<file path="config.mk">
export PLATFORM = sky130hd
export DESIGN_NAME = bcd_clock_regs_to_epoch_unit
export DESIGN_NICKNAME = d
export VERILOG_FILES = /design/src/rtl/bcrte_pkg.sv /design/src/rtl/bcrte_decode.sv /design/src/rtl/bcrte_days.sv /design/src/rtl/bcrte_scale.sv /design/src/rtl/bcd_clock_regs_to_epoch_unit.sv
export SDC_FILE = /design/constraint.sdc
export NUM_CORES = 1
export LEC_CHECK = 0
export ABC_AREA = 1
export BUFFER_PORTS_ARGS = -buffer_cell sky130_fd_sc_hd__buf_2
export CORE_MARGIN = 2
export CORE_UTILIZATION = 40
export CTS_BUF_LIST = sky130_fd_sc_hd__clkbuf_4 sky130_fd_sc_hd__clkbuf_8
export DETAILED_ROUTE_END_ITERATION = 6
export PLACE_DENSITY_LB_ADDON = 0.25
export RECOVER_POWER = 25
export SETUP_SLACK_MARGIN = 0.15
export SLEW_MARGIN = 20
export SYNTH_ARGS = -nofsm -noshare
export SYNTH_HDL_FRONTEND = slang
export SYNTH_SLANG_ARGS = --single-unit
</file>
<file path="constraint.sdc">
create_clock -name clk -period 5.23 [get_ports clk]
set_input_delay 0.7845 -clock clk [delete_from_list [all_inputs] [get_ports clk]]
set_output_delay 0.7845 -clock clk [all_outputs]
set_load 0.03 [all_outputs]
</file>
<file path="src/rtl/bcrte_pkg.sv">
// ----------------------------------------------------------------------------
// bcrte_pkg
// Types, constants and helper functions shared by the converter's stages.
// ----------------------------------------------------------------------------
package bcrte_pkg;

  // Input transfer: six raw clock-chip register bytes.
  typedef struct packed {
    logic [7:0] seconds_byte;
    logic [7:0] minutes_byte;
    logic [7:0] hours_byte;
    logic [7:0] date_byte;
    logic [7:0] month_byte;
    logic [7:0] year_byte;
  } bcrte_in_t;

  // Output transfer.
  typedef struct packed {
    logic [31:0] epoch_seconds;
    logic        valid_res;
  } bcrte_out_t;

  // After decode: year index k = (year - 1999) in the March-based calendar.
  typedef struct packed {
    logic       ok;
    logic [7:0] year_idx;
    logic [8:0] month_days;
    logic [4:0] date;
    logic [4:0] hour;
    logic [5:0] minute;
    logic [5:0] second;
  } bcrte_s1_t;

  // After day count and time of day.
  typedef struct packed {
    logic        ok;
    logic [16:0] days;
    logic [16:0] tod;
  } bcrte_s2_t;

  // After scaling days to seconds.
  typedef struct packed {
    logic        ok;
    logic [33:0] total;
  } bcrte_s3_t;

  // Day number of 1999-03-01 relative to 1970-01-01, less one for the
  // one-based date.
  localparam logic [16:0] DAY_BASE      = 17'd10650;
  localparam logic [16:0] DAYS_PER_YEAR = 17'd365;
  // Year index of March 2100, the first non-leap century in range.
  localparam logic [7:0]  CENTURY_IDX   = 8'd101;
  localparam logic [16:0] SECS_PER_DAY  = 17'd86400;
  localparam logic [16:0] SECS_PER_HOUR = 17'd3600;
  localparam logic [16:0] SECS_PER_MIN  = 17'd60;

  // BCD byte to binary; nibbles above nine are not rejected.
  function automatic logic [7:0] bcd_to_bin(input logic [7:0] b);
    return ({4'd0, b[7:4]} * 8'd10) + {4'd0, b[3:0]};
  endfunction

  // Days from the first of March to the first of the given month.
  function automatic logic [8:0] month_offset(input logic [7:0] m);
    logic [8:0] r;
    unique case (m)
      8'd1:    r = 9'd306;
      8'd2:    r = 9'd337;
      8'd3:    r = 9'd0;
      8'd4:    r = 9'd31;
      8'd5:    r = 9'd61;
      8'd6:    r = 9'd92;
      8'd7:    r = 9'd122;
      8'd8:    r = 9'd153;
      8'd9:    r = 9'd184;
      8'd10:   r = 9'd214;
      8'd11:   r = 9'd245;
      8'd12:   r = 9'd275;
      default: r = 9'd0;
    endcase
    return r;
  endfunction

endpackage

</file>
<file path="src/rtl/bcrte_decode.sv">
// ----------------------------------------------------------------------------
// bcrte_decode
// First stage: masks flag bits, decodes BCD fields and the 12/24-hour mode,
// range-checks every field but the year and forms the March-based year index.
// ----------------------------------------------------------------------------
module bcrte_decode (
  input  logic                 clk,
  input  logic                 rst,
  input  logic                 up_valid,
  output logic                 up_ready,
  input  bcrte_pkg::bcrte_in_t up_data,
  output logic                 dn_valid,
  input  logic                 dn_ready,
  output bcrte_pkg::bcrte_s1_t dn_data
);
  import bcrte_pkg::*;

  logic [7:0] sec_bin;
  logic [7:0] min_bin;
  logic [7:0] h12_bin;
  logic [7:0] h24_bin;
  logic [7:0] date_bin;
  logic [7:0] month_bin;
  logic [7:0] year_bin;
  logic [4:0] hour;
  logic       hour_ok;
  logic       early_month;
  bcrte_s1_t  dn_data_next;

  always_comb begin
    sec_bin   = bcd_to_bin({1'b0, up_data.seconds_byte[6:0]});
    min_bin   = bcd_to_bin({1'b0, up_data.minutes_byte[6:0]});
    h12_bin   = bcd_to_bin({3'b000, up_data.hours_byte[4:0]});
    h24_bin   = bcd_to_bin({2'b00, up_data.hours_byte[5:0]});
    date_bin  = bcd_to_bin({2'b00, up_data.date_byte[5:0]});
    month_bin = bcd_to_bin({3'b000, up_data.month_byte[4:0]});
    year_bin  = bcd_to_bin(up_data.year_byte);

    if (up_data.hours_byte[6]) begin
      // Twelve o'clock counts as hour zero, and PM adds twelve.
      hour    = ((h12_bin == 8'd12) ? 5'd0 : h12_bin[4:0]) +
                (up_data.hours_byte[5] ? 5'd12 : 5'd0);
      hour_ok = (h12_bin >= 8'd1) && (h12_bin <= 8'd12);
    end else begin
      hour    = h24_bin[4:0];
      hour_ok = (h24_bin <= 8'd23);
    end

    // January and February belong to the previous March-based year.
    early_month = (month_bin <= 8'd2);

    dn_data_next.ok = hour_ok && (sec_bin <= 8'd59) && (min_bin <= 8'd59) &&
                      (date_bin >= 8'd1) && (date_bin <= 8'd31) &&
                      (month_bin >= 8'd1) && (month_bin <= 8'd12);
    dn_data_next.year_idx   = year_bin + 8'd1 - {7'd0, early_month};
    dn_data_next.month_days = month_offset(month_bin);
    dn_data_next.date       = date_bin[4:0];
    dn_data_next.hour       = hour;
    dn_data_next.minute     = min_bin[5:0];
    dn_data_next.second     = sec_bin[5:0];
  end

  assign up_ready = !dn_valid || dn_ready;

  always_ff @(posedge clk) begin
    if (rst) begin
      dn_valid <= 1'b0;
    end else if (up_ready) begin
      dn_valid <= up_valid;
    end
  end

  always_ff @(posedge clk) begin
    if (up_valid && up_ready) begin
      dn_data <= dn_data_next;
    end
  end

endmodule

</file>
<file path="src/rtl/bcrte_days.sv">
// ----------------------------------------------------------------------------
// bcrte_days
// Second stage: day count since 1970-01-01 and seconds into the day.
// ----------------------------------------------------------------------------
module bcrte_days (
  input  logic                 clk,
  input  logic                 rst,
  input  logic                 up_valid,
  output logic                 up_ready,
  input  bcrte_pkg::bcrte_s1_t up_data,
  output logic                 dn_valid,
  input  logic                 dn_ready,
  output bcrte_pkg::bcrte_s2_t dn_data
);
  import bcrte_pkg::*;

  logic [7:0] leap_idx;
  bcrte_s2_t  dn_data_next;

  always_comb begin
    // Leap days: one every four years, less one from March 2100 on.
    leap_idx = (up_data.year_idx + 8'd3) >> 2;
    dn_data_next.ok   = up_data.ok;
    dn_data_next.days = DAY_BASE + ({9'd0, up_data.year_idx} * DAYS_PER_YEAR) +
                        {9'd0, leap_idx} -
                        {16'd0, (up_data.year_idx >= CENTURY_IDX)} +
                        {8'd0, up_data.month_days} + {12'd0, up_data.date};
    dn_data_next.tod  = ({12'd0, up_data.hour} * SECS_PER_HOUR) +
                        ({11'd0, up_data.minute} * SECS_PER_MIN) +
                        {11'd0, up_data.second};
  end

  assign up_ready = !dn_valid || dn_ready;

  always_ff @(posedge clk) begin
    if (rst) begin
      dn_valid <= 1'b0;
    end else if (up_ready) begin
      dn_valid <= up_valid;
    end
  end

  always_ff @(posedge clk) begin
    if (up_valid && up_ready) begin
      dn_data <= dn_data_next;
    end
  end

endmodule

</file>
<file path="src/rtl/bcrte_scale.sv">
// ----------------------------------------------------------------------------
// bcrte_scale
// Third stage: scales the day count to seconds and adds the time of day.
// ----------------------------------------------------------------------------
module bcrte_scale (
  input  logic                 clk,
  input  logic                 rst,
  input  logic                 up_valid,
  output logic                 up_ready,
  input  bcrte_pkg::bcrte_s2_t up_data,
  output logic                 dn_valid,
  input  logic                 dn_ready,
  output bcrte_pkg::bcrte_s3_t dn_data
);
  import bcrte_pkg::*;

  bcrte_s3_t dn_data_next;

  always_comb begin
    dn_data_next.ok    = up_data.ok;
    dn_data_next.total = ({17'd0, up_data.days} * {17'd0, SECS_PER_DAY}) +
                         {17'd0, up_data.tod};
  end

  assign up_ready = !dn_valid || dn_ready;

  always_ff @(posedge clk) begin
    if (rst) begin
      dn_valid <= 1'b0;
    end else if (up_ready) begin
      dn_valid <= up_valid;
    end
  end

  always_ff @(posedge clk) begin
    if (up_valid && up_ready) begin
      dn_data <= dn_data_next;
    end
  end

endmodule

</file>
<file path="src/rtl/bcd_clock_regs_to_epoch_unit.sv">
// ----------------------------------------------------------------------------
// bcd_clock_regs_to_epoch_unit
// Converts a snapshot of real-time-clock BCD registers to Unix seconds.
// ----------------------------------------------------------------------------
// The unit takes one register snapshot per clock cycle while req_ready is high
// and returns exactly one result for each, in order, at the output register
// once it is through the pipeline. The four register stages are decode and
// range check, day count with time of day, the 17 by 17 bit multiply that
// scales days to seconds, and the output register that applies the 32-bit
// limit. Each stage has its own valid bit and takes a new item whenever it is
// empty or its contents move on, so bubbles are squeezed out and an item can
// still be accepted while a finished result waits on a low rsp_ready. The
// year is 2000 plus the BCD year byte, the hour register may be in 12-hour or
// 24-hour mode, and the date is not checked against the length of the month.
// Any field out of range, or a count past 32 bits (early 2106 on), returns
// valid_res low with epoch_seconds zero. There are no configuration registers
// and no state is kept between items.
module bcd_clock_regs_to_epoch_unit (
  input  logic                  clk,
  input  logic                  rst,
  input  logic                  req_valid,
  output logic                  req_ready,
  input  bcrte_pkg::bcrte_in_t  req_data,
  output logic                  rsp_valid,
  input  logic                  rsp_ready,
  output bcrte_pkg::bcrte_out_t rsp_data
);
  import bcrte_pkg::*;

  logic       s1_valid;
  logic       s1_ready;
  bcrte_s1_t  s1_data;
  logic       s2_valid;
  logic       s2_ready;
  bcrte_s2_t  s2_data;
  logic       s3_valid;
  logic       s3_ready;
  bcrte_s3_t  s3_data;
  logic       fits;
  bcrte_out_t rsp_data_next;

  // Stage one: field decode and range checks.
  bcrte_decode u_decode (
    .clk      (clk),
    .rst      (rst),
    .up_valid (req_valid),
    .up_ready (req_ready),
    .up_data  (req_data),
    .dn_valid (s1_valid),
    .dn_ready (s1_ready),
    .dn_data  (s1_data)
  );

  // Stage two: days since the epoch and seconds into the day.
  bcrte_days u_days (
    .clk      (clk),
    .rst      (rst),
    .up_valid (s1_valid),
    .up_ready (s1_ready),
    .up_data  (s1_data),
    .dn_valid (s2_valid),
    .dn_ready (s2_ready),
    .dn_data  (s2_data)
  );

  // Stage three: days times 86400 plus the time of day.
  bcrte_scale u_scale (
    .clk      (clk),
    .rst      (rst),
    .up_valid (s2_valid),
    .up_ready (s2_ready),
    .up_data  (s2_data),
    .dn_valid (s3_valid),
    .dn_ready (s3_ready),
    .dn_data  (s3_data)
  );

  // Output stage. The total is at most 34 bits wide; anything in the top two
  // bits means the count no longer fits an unsigned 32-bit word. Invalid
  // results are forced to zero so the payload never carries a partial count.
  always_comb begin
    fits                        = (s3_data.total[33:32] == 2'b00);
    rsp_data_next.valid_res     = s3_data.ok && fits;
    rsp_data_next.epoch_seconds = rsp_data_next.valid_res ? s3_data.total[31:0] : 32'd0;
  end

  // The output register frees as soon as its result is taken, so a stall on
  // the output side only backs up the pipeline once every stage is full.
  assign s3_ready = !rsp_valid || rsp_ready;

  always_ff @(posedge clk) begin
    if (rst) begin
      rsp_valid <= 1'b0;
    end else if (s3_ready) begin
      rsp_valid <= s3_valid;
    end
  end

  always_ff @(posedge clk) begin
    if (s3_valid && s3_ready) begin
      rsp_data <= rsp_data_next;
    end
  end

endmodule

</file>
* Yosys cells after proc, flatten, opt, wreduce, memory -nomap -nowiden
Memory sizes are Yosys's and may differ from the RTL's. A register that Yosys moved wholly into a read port is not among the register bits.
Index checks and enable logic that the tools add are counted.
** Word-level totals
- Bits in registers :: 138
- Memory bits (read-only) :: 144
- Input port bits :: 52
- Output and inout port bits :: 35
- Word-level logic and storage cells :: 87
- Memories kept :: 1
** Operators by class
- Add/sub/neg operators :: 19
- $mul :: 11
- Magnitude comparators :: 11
- Equal/unequal tests :: 1
- Muxes and demuxes :: 4
- Reduce and logical (&&, ||, !) cells :: 23
** Memory list
- (no name shown) :: words 16, width 9, rd ports 1, clocked after Yosys merged registers in 1, wr ports 0, RTL line bcrte_pkg.sv:65 : unique case (m)
** Operators with widths (number)
- adder 17 x 6 -> 17 bit :: 2
- adder 34 x 17 -> 34 bit :: 1
- multiplier 17 x 10 -> 27 bit, second input constant :: 1
- greater-or-equal comparator 8 x 1 -> 1 bit, second input constant :: 3
- adder 14 x 17 -> 17 bit, first input constant :: 1
- adder 17 x 12 -> 17 bit :: 1
- adder 17 x 5 -> 17 bit :: 1
- adder 17 x 9 -> 17 bit :: 1
- multiplier 8 x 9 -> 17 bit, second input constant :: 1
- subtractor 17 x 1 -> 17 bit :: 1
- adder 7 x 4 -> 8 bit :: 2
- <= comparator 8 x 4 -> 1 bit, second input constant :: 2
- <= comparator 8 x 5 -> 1 bit, second input constant :: 2
- <= comparator 8 x 6 -> 1 bit, second input constant :: 2
- adder 6 x 4 -> 7 bit :: 2
- multiplier 5 x 8 -> 13 bit, second input constant :: 1
- adder 5 x 4 -> 6 bit :: 2
- logical AND 1 bit :: 12
- multiplier 3 x 3 -> 6 bit, second input constant :: 2
- multiplier 2 x 3 -> 5 bit, second input constant :: 2
- multiplier 6 x 4 -> 10 bit, second input constant :: 1
- 2-to-1 mux 5 bit :: 2
- adder 8 x 1 -> 8 bit, second input constant :: 1
- adder 8 x 2 -> 8 bit, second input constant :: 1
- 14 further kinds :: 22

* Longest topological paths before layout
Gate-level depths: netlist (run 1).
- Word-level depth :: 11
- Mapped depth :: 29
- Depth with buffers taken out :: 29

* Hierarchy
Synthesis (run 1) repeated with hierarchy kept, for this count alone.
** Unflattened totals
- Cell total of the unflattened synthesis :: 1805
- Area, all modules :: 15840.2 um^2
** By module, submodules not included
- bcrte_scale :: instances 1, cells an instance 741, area an instance 5721.7 um^2, sequential area each 1071.0 um^2
- bcrte_days :: instances 1, cells an instance 606, area an instance 5612.9 um^2, sequential area each 1071.0 um^2
- bcrte_decode :: instances 1, cells an instance 349, area an instance 3098.0 um^2, sequential area each 1221.2 um^2
- bcd_clock_regs_to_epoch_unit :: instances 1, cells an instance 109, area an instance 1407.6 um^2, sequential area each 1011.0 um^2

* Least setup slack after synthesis (run 1)
OpenSTA, ideal clock, no wires.
- Path type :: register to register
- Start :: reg u_decode.dn_data[32] (netlist bit)
- End :: reg u_days.dn_data[31] (netlist bit) (data pin)
- Library setup time :: 0.265 ns
- Data arrival time :: 4.694 ns
- Data required time :: 4.965 ns
- Path slack :: 0.271 ns
- Cell stages (with the launch flop) :: 23
- Path buffers :: 0
- Period minus slack after synthesis :: 4.959 ns
- Path through :: edfxtp_1 -> inv_1 -> ha_1 -> a21oi_1 -> nor2_1 -> nand2_1 -> xor2_1 -> inv_1 -> ha_1 -> ha_1 -> inv_1 -> fa_1 -> inv_1 -> fa_1 -> fa_1 -> ha_1 -> nand2_1 -> nand2_1 -> a31oi_1 -> o21ai_0 -> a31oi_1 -> o21ai_0 -> xor2_1
** RTL lines
- start: declaration :: RTL line bcrte_decode.sv:14 : output bcrte_pkg::bcrte_s1_t dn_data
- start signal: assignment :: RTL line bcrte_decode.sv:75 : dn_data <= dn_data_next;
- end signal: assignment :: RTL line bcrte_days.sv:45 : dn_data <= dn_data_next;
- end: declaration :: RTL line bcrte_days.sv:13 : output bcrte_pkg::bcrte_s2_t dn_data

==> flow_metrics.tcl, run 1 <==
set metrics [dict create \
    clk-insertion-delay-late_ps 470 \
    dr.pass1.iters 5 \
    ant_nets 0 \
    hpwl_mm 24.5 \
    gr-usage-all-layers_pct 15.2 \
    synth.distinct_cells 42 \
    wl_per_cell_um 12.7 \
    timing.fmax_mhz 205 \
    overflow 0 \
    antennaDiodeCount 0 \
    rsz0062_at_grt "false" \
    synth-seq-cells 147 \
    worstPathMaxFanout 4 \
    grt_max_degree 36 \
    grt_pass1_wl_mm 46.8 \
    final_cell_mix "inv_1, nand2_1, ha_1" \
    final_nets 2163 \
    max-cap-violations 1 \
    drt_iter0_markers 350 \
    crit_type "register to register" \
    final.setup_skew_ps 17.4 \
    gp_congestion 0.851 \
    tns_ps 0 \
    worstSetupEndpointType "register" \
    tightestPinTransition_ps 1630 \
    setup_viol 0 \
    fin_crit_ps 4880 \
    cts_sinks 147 \
    fillers 3567 \
    synthFlopType "edfxtp_1" \
    h-tree-depth 4 \
    clk_pin_slew_worst_paths_ps 90 \
    yosys_warnings 0 \
    rows 70 \
    status "finished, violations left" \
    cts_buffer_depth 2 \
    ys_seq_area_share_pct 29.6 \
    slew_headroom_pct -8.81 \
    startpoint_type "register" \
    violations "capacitance limit, slew limit" \
    fin_crit_sh_pct 93.3 \
    via_per_inst 4.62 \
    core-area_mm2 0.0365 \
    syn_nets 2035 \
    io_buffers 78 \
    io_pins 87 \
    wl_mm 28.3 \
    root_buffer "clkbuf_8" \
    ys_async_sr_fraction_pct 0 \
    drive_above_1_share_pct 12.8 \
    finalMaxSlewViolations 34 \
    synthCells 1623 \
    layout_commonest_cell "inv_1" \
    cp.required_ps 5470 \
    numCtsBuffers 17 \
    cp_data_arrival_time_ps 5120 \
    synth_edf_count 143 \
    start_util_pct 40.4 \
    die_w_um 196 \
    antenna_found_initial 1 \
    hold_class "register to register" \
    cts_tree "done" \
    synth_area_mm2 0.0148 \
    fp.dieArea_mm2 0.0385 \
    drc 0 \
    die_h_um 196 \
    dr_total_vias 10300 \
    grt_pass1_vias 10000 \
    synthToLayoutAreaGrowth_pct 12.6 \
    finalHoldViolCount 0 \
    syn_area_per_cell_um2 9.10 \
]
## per-layer routing
layer / vias up / global-route usage, % / share of wire, %
met1: 4722 / 20.7 / 50
met3: 29 / 2.17 / 2.6
met5: - / 0 / 0
li1: 5422 / - / -
met4: 0 / 4.29 / 1.5
met2: 139 / 25.2 / 46
## stage by stage
step	util, %	area [um2]	worst slack [ps]	instances	hold slack (ps)
after CTS	44.8	16400	146	2218	431
final	45.6	16600	348	2232	427
after global routing	45.6	16600	132	2232	446
after global placement	43.5	15900	80.3	2183	407
after detailed placement	43.5	15900	19.7	2184	409
after floorplan	-	14800	271	1623	400
## final timing paths
kind,start,endpoint,slack [ps],depth (start not counted)
max reg2reg,u_decode.dn_data[32],u_days.dn_data[33],350,23
min,u_decode.dn_data[0],u_days.dn_data[0],430,0
max,u_decode.dn_data[32],u_days.dn_data[33],350,23
min reg2reg,u_decode.dn_data[0],u_days.dn_data[0],430,0
## sequential cells by signal, indices dropped and copies added, names as in the netlist
name	count
rsp_data	33
u_days.dn_valid	1
u_decode.dn_valid	1
rsp_valid	1
u_scale.dn_data	35
u_scale.dn_valid	1
u_days.dn_data	35
u_decode.dn_data	40
## cells in the mapped netlist (7+ instances only)
library cell | count | share of area (%)
inv_1 | 383 | 9.7
nand3_1 | 57 | 1.9
xor2_1 | 65 | 3.9
inv_2 | 7 | 0.18
edfxtp_1 | 143 | 29
nor2_1 | 110 | 2.8
nand2_2 | 15 | 0.64
nand4_1 | 12 | 0.51
o21ai_0 | 33 | 1.1
ha_1 | 263 | 22
a21o_1 | 10 | 0.51
nor3_1 | 11 | 0.37
xnor2_1 | 25 | 1.5
fa_1 | 97 | 13
nor2_2 | 8 | 0.34
a21oi_1 | 70 | 2.4
nand2_1 | 260 | 6.6
## kinds of logic (layout without fill, tap and decap cells)
| kind of cell | after synthesis | count (layout) | synth area share, % |
|---|---|---|---|
| adder cells (fa/ha/maj) | 360 | 360 | 35.4 |
| buffers and inverters | 395 | 536 | 10.0 |
| flip-flops | 147 | 147 | 29.6 |
| XOR/XNOR | 90 | 90 | 5.34 |
| AND/OR/NAND/NOR | 492 | 492 | 14.2 |
| AO/OA/AOI/OAI | 139 | 139 | 5.40 |
## worst max-delay path, stage by stage (launching register included)
cell and delay (ps):
edfxtp_1 480, inv_2 110, ha_2 210, nor2_4 50
xor2_2 140, fa_1 510, inv_1 40, ha_1 270
ha_1 290, inv_2 40, fa_1 510, fa_1 410
inv_1 80, ha_2 180, inv_1 60, fa_2 410
inv_2 80, a31oi_4 90, o21ai_4 180, a31oi_4 120
buf_6 140, nor3_2 90, nand3b_1 120, nand2_1 50
## area by class of cell
type / instances / area [um2] / area share, %
multi-input cells: 1081 / 9120 / 54.8
flip-flops and latches: 147 / 4370 / 26.3
inverters: 390 / 1460 / 8.80
repair buffers: 114 / 668 / 4.02
well taps: 468 / 586 / 3.52
clock buffers: 19 / 249 / 1.50
clock inverters: 13 / 176 / 1.06
## what timing repair did
| action | 4_1_cts | 5_1_grt |
|---|---|---|
| pin swaps | 3 | 23 |
| setup buffers | 2 | 14 |
| gates resized for setup | 4 | 45 |
| hold buffers | 0 | 0 |
| setup endpoints to repair | 3 | 16 |
| hold endpoints to repair | 0 | 0 |
Power of run 1 is left out: the tool's default activity adds up to more than one toggle a clock period on the data nets, which glitch-free logic cannot reach.
==> inputs of run 2 (changes only) <==
--- a/config.mk
+++ b/config.mk
@@ -6,7 +6,7 @@
 export NUM_CORES = 1
 export LEC_CHECK = 0
 export ABC_AREA = 1
-export BUFFER_PORTS_ARGS = -buffer_cell sky130_fd_sc_hd__buf_2
+export BUFFER_PORTS_ARGS = -buffer_cell sky130_fd_sc_hd__clkbuf_2
 export CORE_MARGIN = 2
 export CORE_UTILIZATION = 40
 export CTS_BUF_LIST = sky130_fd_sc_hd__clkbuf_4 sky130_fd_sc_hd__clkbuf_8
==> run 2 against run 1 <==
Effect of this change:
- the run still ends with capacitance limit, slew limit left
- sequential share of layout area up 0.13 points
- global-route usage down 0.24 points
- cell area down 0.50%
- via count up 0.63%
- fmax down 0.72%
- non-clock buffer count down 1
- highest routed layer unchanged
==> flow_metrics.tcl, run 2 (synthesized netlist as in run 1, its figures left out) <==
set metrics [dict create \
    status "finished, violations left" \
    violations "capacitance limit, slew limit" \
    fp.dieArea_mm2 0.0385 \
    place_ws_ps 41.2 \
    clk_pin_slew_worst_paths_ps 90 \
    post-route-util_pct 45.3 \
    largest_reg_flops 40 \
    hold_class "register to register" \
    max-cap-violations 1 \
    final.setup_skew_ps 14.9 \
    regToRegStartpoint "u_decode.dn_data[33]" \
    io_buffers 78 \
    start_util_pct 40.4 \
    reg_top3 "u_decode.dn_data (40), u_days.dn_data (35), u_scale.dn_data (35)" \
    rows 70 \
    h-tree-depth 4 \
    setup_viol 0 \
    io_pins 87 \
    clk-insertion-delay-late_ps 460 \
    cp.required_ps 5460 \
    final_nets 2162 \
    wl_per_cell_um 12.6 \
    fin_ws_ps 312 \
    gr-usage-all-layers_pct 15.0 \
    dr_total_vias 10400 \
    timing.fmax_mhz 203 \
    worstPathMaxFanout 6 \
    numCtsBuffers 17 \
    grt_max_degree 36 \
    top_register "u_decode.dn_data" \
    rr_worst_depth 23 \
    crit_type "register to register" \
    cp_data_arrival_time_ps 5150 \
    layout_commonest_cell "inv_1" \
    die_h_um 196 \
    ant_nets 0 \
    final_cell_mix "inv_1, nand2_1, ha_1" \
    tightestPinTransition_ps 1650 \
    rsz0062_at_grt "true" \
    worstSetupEndpointType "register" \
    tns_ps 0 \
    startpoint_type "register" \
    min_to "u_days.dn_data[0]" \
    hpwl_mm 24.4 \
    drc 0 \
    rr_endpoint "u_days.dn_data[33]" \
    min_from "u_decode.dn_data[0]" \
    via_per_inst 4.65 \
    reg2reg_setup_slack_ps 310 \
    fin_crit_ps 4920 \
    hold_buffers 0 \
    finalMaxSlewViolations 34 \
    drive_above_1_share_pct 12.6 \
    dr.pass1.iters 4 \
    drt_iter0_markers 344 \
    cts_buffer_depth 2 \
    wl_mm 28.1 \
    grt_pass1_vias 10000 \
    fin_crit_sh_pct 94.0 \
    finalHoldViolCount 0 \
    antenna_found_initial 1 \
    cts_tree "done" \
    grt_pass1_wl_mm 46.2 \
    overflow 0 \
    core-area_mm2 0.0365 \
    gp_congestion 0.885 \
    synthToLayoutAreaGrowth_pct 12.1 \
    root_buffer "clkbuf_8" \
    slew_headroom_pct -10.1 \
    die_w_um 196 \
    cts_sinks 147 \
    holdPathStages 0 \
]
[run 2: cell types whose count changed in the layout (fill, tap and decap cells not counted), sizes merged]
cell	before	now
buf	108	33
bufinv	3	0
clkinvlp	3	1
clkbuf	25	97
diode	0	1
inv	394	397
clkinv	3	7
[run 2: repair_timing]
item | CTS | global route
endpoints found under the hold margin | 0 | 0
buffers inserted | 2 | 14
pin swaps | 1 | 27
setup endpoints to repair | 4 | 15
resized for setup | 2 | 44
[run 2: layer usage]
layer	track usage [%]	wire length (um)	vias up
li1	-	-	5429
met1	19.8	13700	4797
met2	25.2	13000	119
met3	2.70	889	32
met4	4.12	512	0
met5	0	0	-
[run 2: layout make-up]
type | instances | area [um2]
inverters | 390 | 1460
clock inverters | 15 | 121
fillers | 3553 | 20000
flip-flops and latches | 147 | 4370
well taps | 468 | 586
multi-input cells | 1081 | 9120
clock buffers | 17 | 234
repair buffers | 113 | 657
diodes | 1 | 2.50
[run 2: worst max path at each step]
stage	from	to	slack, ps
2_1_floorplan	u_decode.dn_data[32]	u_days.dn_data[31]	270
3_3_place_gp	u_decode.dn_data[33]	u_days.dn_data[31]	80
3_5_place_dp	u_decode.dn_data[33]	u_days.dn_data[31]	40
4_1_cts	u_decode.dn_data[33]	u_days.dn_data[33]	150
5_1_grt	u_decode.dn_data[33]	u_days.dn_data[33]	80
6_report	u_decode.dn_data[33]	u_days.dn_data[33]	310
[run 2: metrics by stage]
step           instance area (um2)  cells  hold slack, ps
5_1_grt                      16600   2231             437
3_5_place_dp                 15900   2183             408
4_1_cts                      16300   2217             431
6_report                     16600   2232             427
2_1_floorplan                14800   1623             400
3_3_place_gp                 15900   2182             407
[run 2: worst max-delay path, stage by stage (launching register included)]
cell      delay [ps]
edfxtp_1         520
ha_2             230
inv_2             80
nor2_4            40
xor2_2           140
fa_1             530
inv_2             50
ha_4             210
ha_4             260
inv_2             30
fa_1             510
fa_1             400
inv_1             80
ha_2             180
inv_2             40
fa_2             390
inv_2             80
a31oi_4          100
o21ai_2          190
a31oi_2          140
buf_4            160
nor3_2           140
nand3b_1         120
nand2_1           50
Power of run 2 is left out for the same reason.
==> inputs of run 3 (changes only) <==
==> constraint.sdc (replaced) <==
create_clock -name clk -period 5.23 [get_ports clk]
set_input_delay 0.523 -clock clk [delete_from_list [all_inputs] [get_ports clk]]
set_output_delay 0.523 -clock clk [all_outputs]
set_load 0.03 [all_outputs]
==> run 3 against run 2 <==
Effect of this change:
- the run still ends with capacitance limit, slew limit left
- routed wire length increased by 2.2%
- global-route usage increased by 0.38 points
- sequential share of layout area shrank 0.11 points
- register-to-register slack improved by 40 ps
- clock skew is 1.7 ps higher
- largest cell class unchanged
- worst setup slack gained 36 ps
- cell area is 0.43% higher
- non-clock buffer count rose by 2
- critical path type unchanged
- worst hold slack got worse by 180 ps
- count of clock-buffer cells in the layout grew 2
- critical path depth unchanged
- fmax increased by 0.74%
==> flow_metrics.tcl, run 3 (synthesized netlist as in run 1, its figures left out) <==
set metrics [dict create \
    wl_per_cell_um 12.9 \
    slew_headroom_pct -9.63 \
    hold_class "primary input to register" \
    holdPathStages 1 \
    drive_above_1_share_pct 12.7 \
    timing.fmax_mhz 205 \
    rr_worst_depth 23 \
    cts_sinks 147 \
    cp.required_ps 5470 \
    antennaDiodeCount 0 \
    finalHoldViolCount 0 \
    start_util_pct 40.4 \
    clk_pin_slew_worst_paths_ps 90 \
    slowest_stage "fa_1" \
    io_buffers 78 \
    io_pins 87 \
    ant_nets 0 \
    setup_viol 0 \
    gr-usage-all-layers_pct 15.3 \
    dr_total_vias 10400 \
    crit_chain "buf_4 -> ha_2 -> inv_2 -> nor2_2 -> xor2_2 -> fa_1 -> inv_1 -> ha_4 -> ha_4 -> inv_2 -> fa_1 -> fa_1 -> inv_1 -> ha_2 -> inv_2 -> fa_2 -> inv_2 -> a31oi_4 -> o21ai_4 -> a31oi_4 -> nor3_2 -> nand3b_1 -> nand2_1" \
    numCtsBuffers 17 \
    tightestPinTransition_ps 1640 \
    h-tree-depth 4 \
    cts_tree "done" \
    drt_iter0_markers 371 \
    reg_top3 "u_decode.dn_data (40), u_days.dn_data (35), u_scale.dn_data (35)" \
    die_h_um 196 \
    finalMaxSlewViolations 34 \
    antenna_found_initial 3 \
    top_register "u_decode.dn_data" \
    overflow 0 \
    regToRegStartpoint "u_decode.dn_data[33]" \
    critPathBufInv 7 \
    holdWs_ps 247 \
    wl_mm 28.8 \
    fp.dieArea_mm2 0.0385 \
    max-cap-violations 1 \
    gp_congestion 0.861 \
    final_cell_mix "inv_1, nand2_1, ha_1" \
    final.setup_skew_ps 16.5 \
    cp_data_arrival_time_ps 5120 \
    synthToLayoutAreaGrowth_pct 12.5 \
    min_to "u_decode.dn_data[0]" \
    drc 0 \
    cts_buffer_depth 2 \
    dr.pass1.iters 4 \
    rr_endpoint "u_days.dn_data[33]" \
    status "finished, violations left" \
    cpPeakStageDelay_ps 520 \
    cp_top_family "adder cells" \
    layout_commonest_cell "inv_1" \
    fin_crit_ps 4880 \
    root_buffer "clkbuf_8" \
    min_from "req_data[40]" \
    violations "capacitance limit, slew limit" \
    core-area_mm2 0.0365 \
    largest_reg_flops 40 \
    grt_pass1_wl_mm 47.3 \
    worstSetupEndpointType "register" \
    grt_max_degree 41 \
    final_nets 2164 \
    hpwl_mm 24.6 \
    reg2reg_setup_slack_ps 350 \
    cp_common_cell "inv_2" \
    fin_crit_sh_pct 93.3 \
    die_w_um 196 \
    clk-insertion-delay-late_ps 460 \
    crit_type "register to register" \
    startpoint_type "register" \
    via_per_inst 4.67 \
    grt_pass1_vias 10200 \
    worstPathMaxFanout 4 \
    rsz0062_at_grt "true" \
    rows 70 \
    fillers 3571 \
]
run 3: changes by cell type in the layout (fill, tap and decap cells not counted), sizes merged:
cell | before | now
diode | 1 | 0
clkbuf | 97 | 98
inv | 397 | 394
clkinvlp | 1 | 3
bufinv | 0 | 1
buf | 33 | 36
clkinv | 7 | 5
run 3: cell type report:
cell class | count | area, um2 | area share, %
repair buffers | 115 | 684 | 4.12
well taps | 468 | 586 | 3.52
clock inverters | 13 | 126 | 0.760
inverters | 390 | 1460 | 8.80
flip-flops and latches | 147 | 4370 | 26.3
multi-input cells | 1081 | 9140 | 55.0
clock buffers | 19 | 249 | 1.50
run 3: worst max path at each step:
stage / startpoint / endpoint / slack [ps] / depth (start not counted)
2_1_floorplan: u_decode.dn_data[32] / u_days.dn_data[31] / 270 / 22
3_3_place_gp: u_decode.dn_data[33] / u_days.dn_data[31] / 80 / 21
3_5_place_dp: u_decode.dn_data[33] / u_days.dn_data[31] / -20 / 21
4_1_cts: u_days.dn_data[20] / u_scale.dn_data[33] / 170 / 28
5_1_grt: u_days.dn_data[19] / u_scale.dn_data[33] / 120 / 23
6_report: u_decode.dn_data[33] / u_days.dn_data[33] / 350 / 23
run 3: stage by stage:
step	cells	worst slack [ps]	util, %	instance area, um2	TNS (ps)
3_3_place_gp	2182	82.5	43.5	15900	0
4_1_cts	2218	168	44.6	16300	0
3_5_place_dp	2182	-21.7	43.5	15900	-21.7
5_1_grt	2233	119	45.5	16600	0
6_report	2233	349	45.5	16600	0
2_1_floorplan	1623	271	-	14800	0
run 3: metal layers:
metal / part of all wire, % / vias to the layer above / track usage, %
met5: 0 / - / 0
met4: 0.95 / 0 / 3.76
met3: 2.4 / 21 / 2.01
met2: 47 / 125 / 25.9
met1: 49 / 4834 / 20.9
li1: - / 5443 / -
run 3: worst reg2reg max path, stage by stage (launching register included):
cell and delay [ps]:
edfxtp_1 430, buf_4 160, ha_2 170, inv_2 70, nor2_2 60, xor2_2 150, fa_1 510, inv_1 70
ha_4 240, ha_4 260, inv_2 30, fa_1 520, fa_1 410, inv_1 80, ha_2 180, inv_2 40
fa_2 410, inv_2 90, a31oi_4 120, o21ai_4 210, a31oi_4 140, nor3_2 150, nand3b_1 110, nand2_1 50
run 3: timing repair:
item / 4_1_cts / 5_1_grt
gates resized for setup: 4 / 46
buffers inserted: 4 / 14
setup endpoints to repair: 5 / 16
hold buffers: 0 / 0
pin swaps: 1 / 32
gates cloned: 0 / 0
Power of run 3 is left out for the same reason.
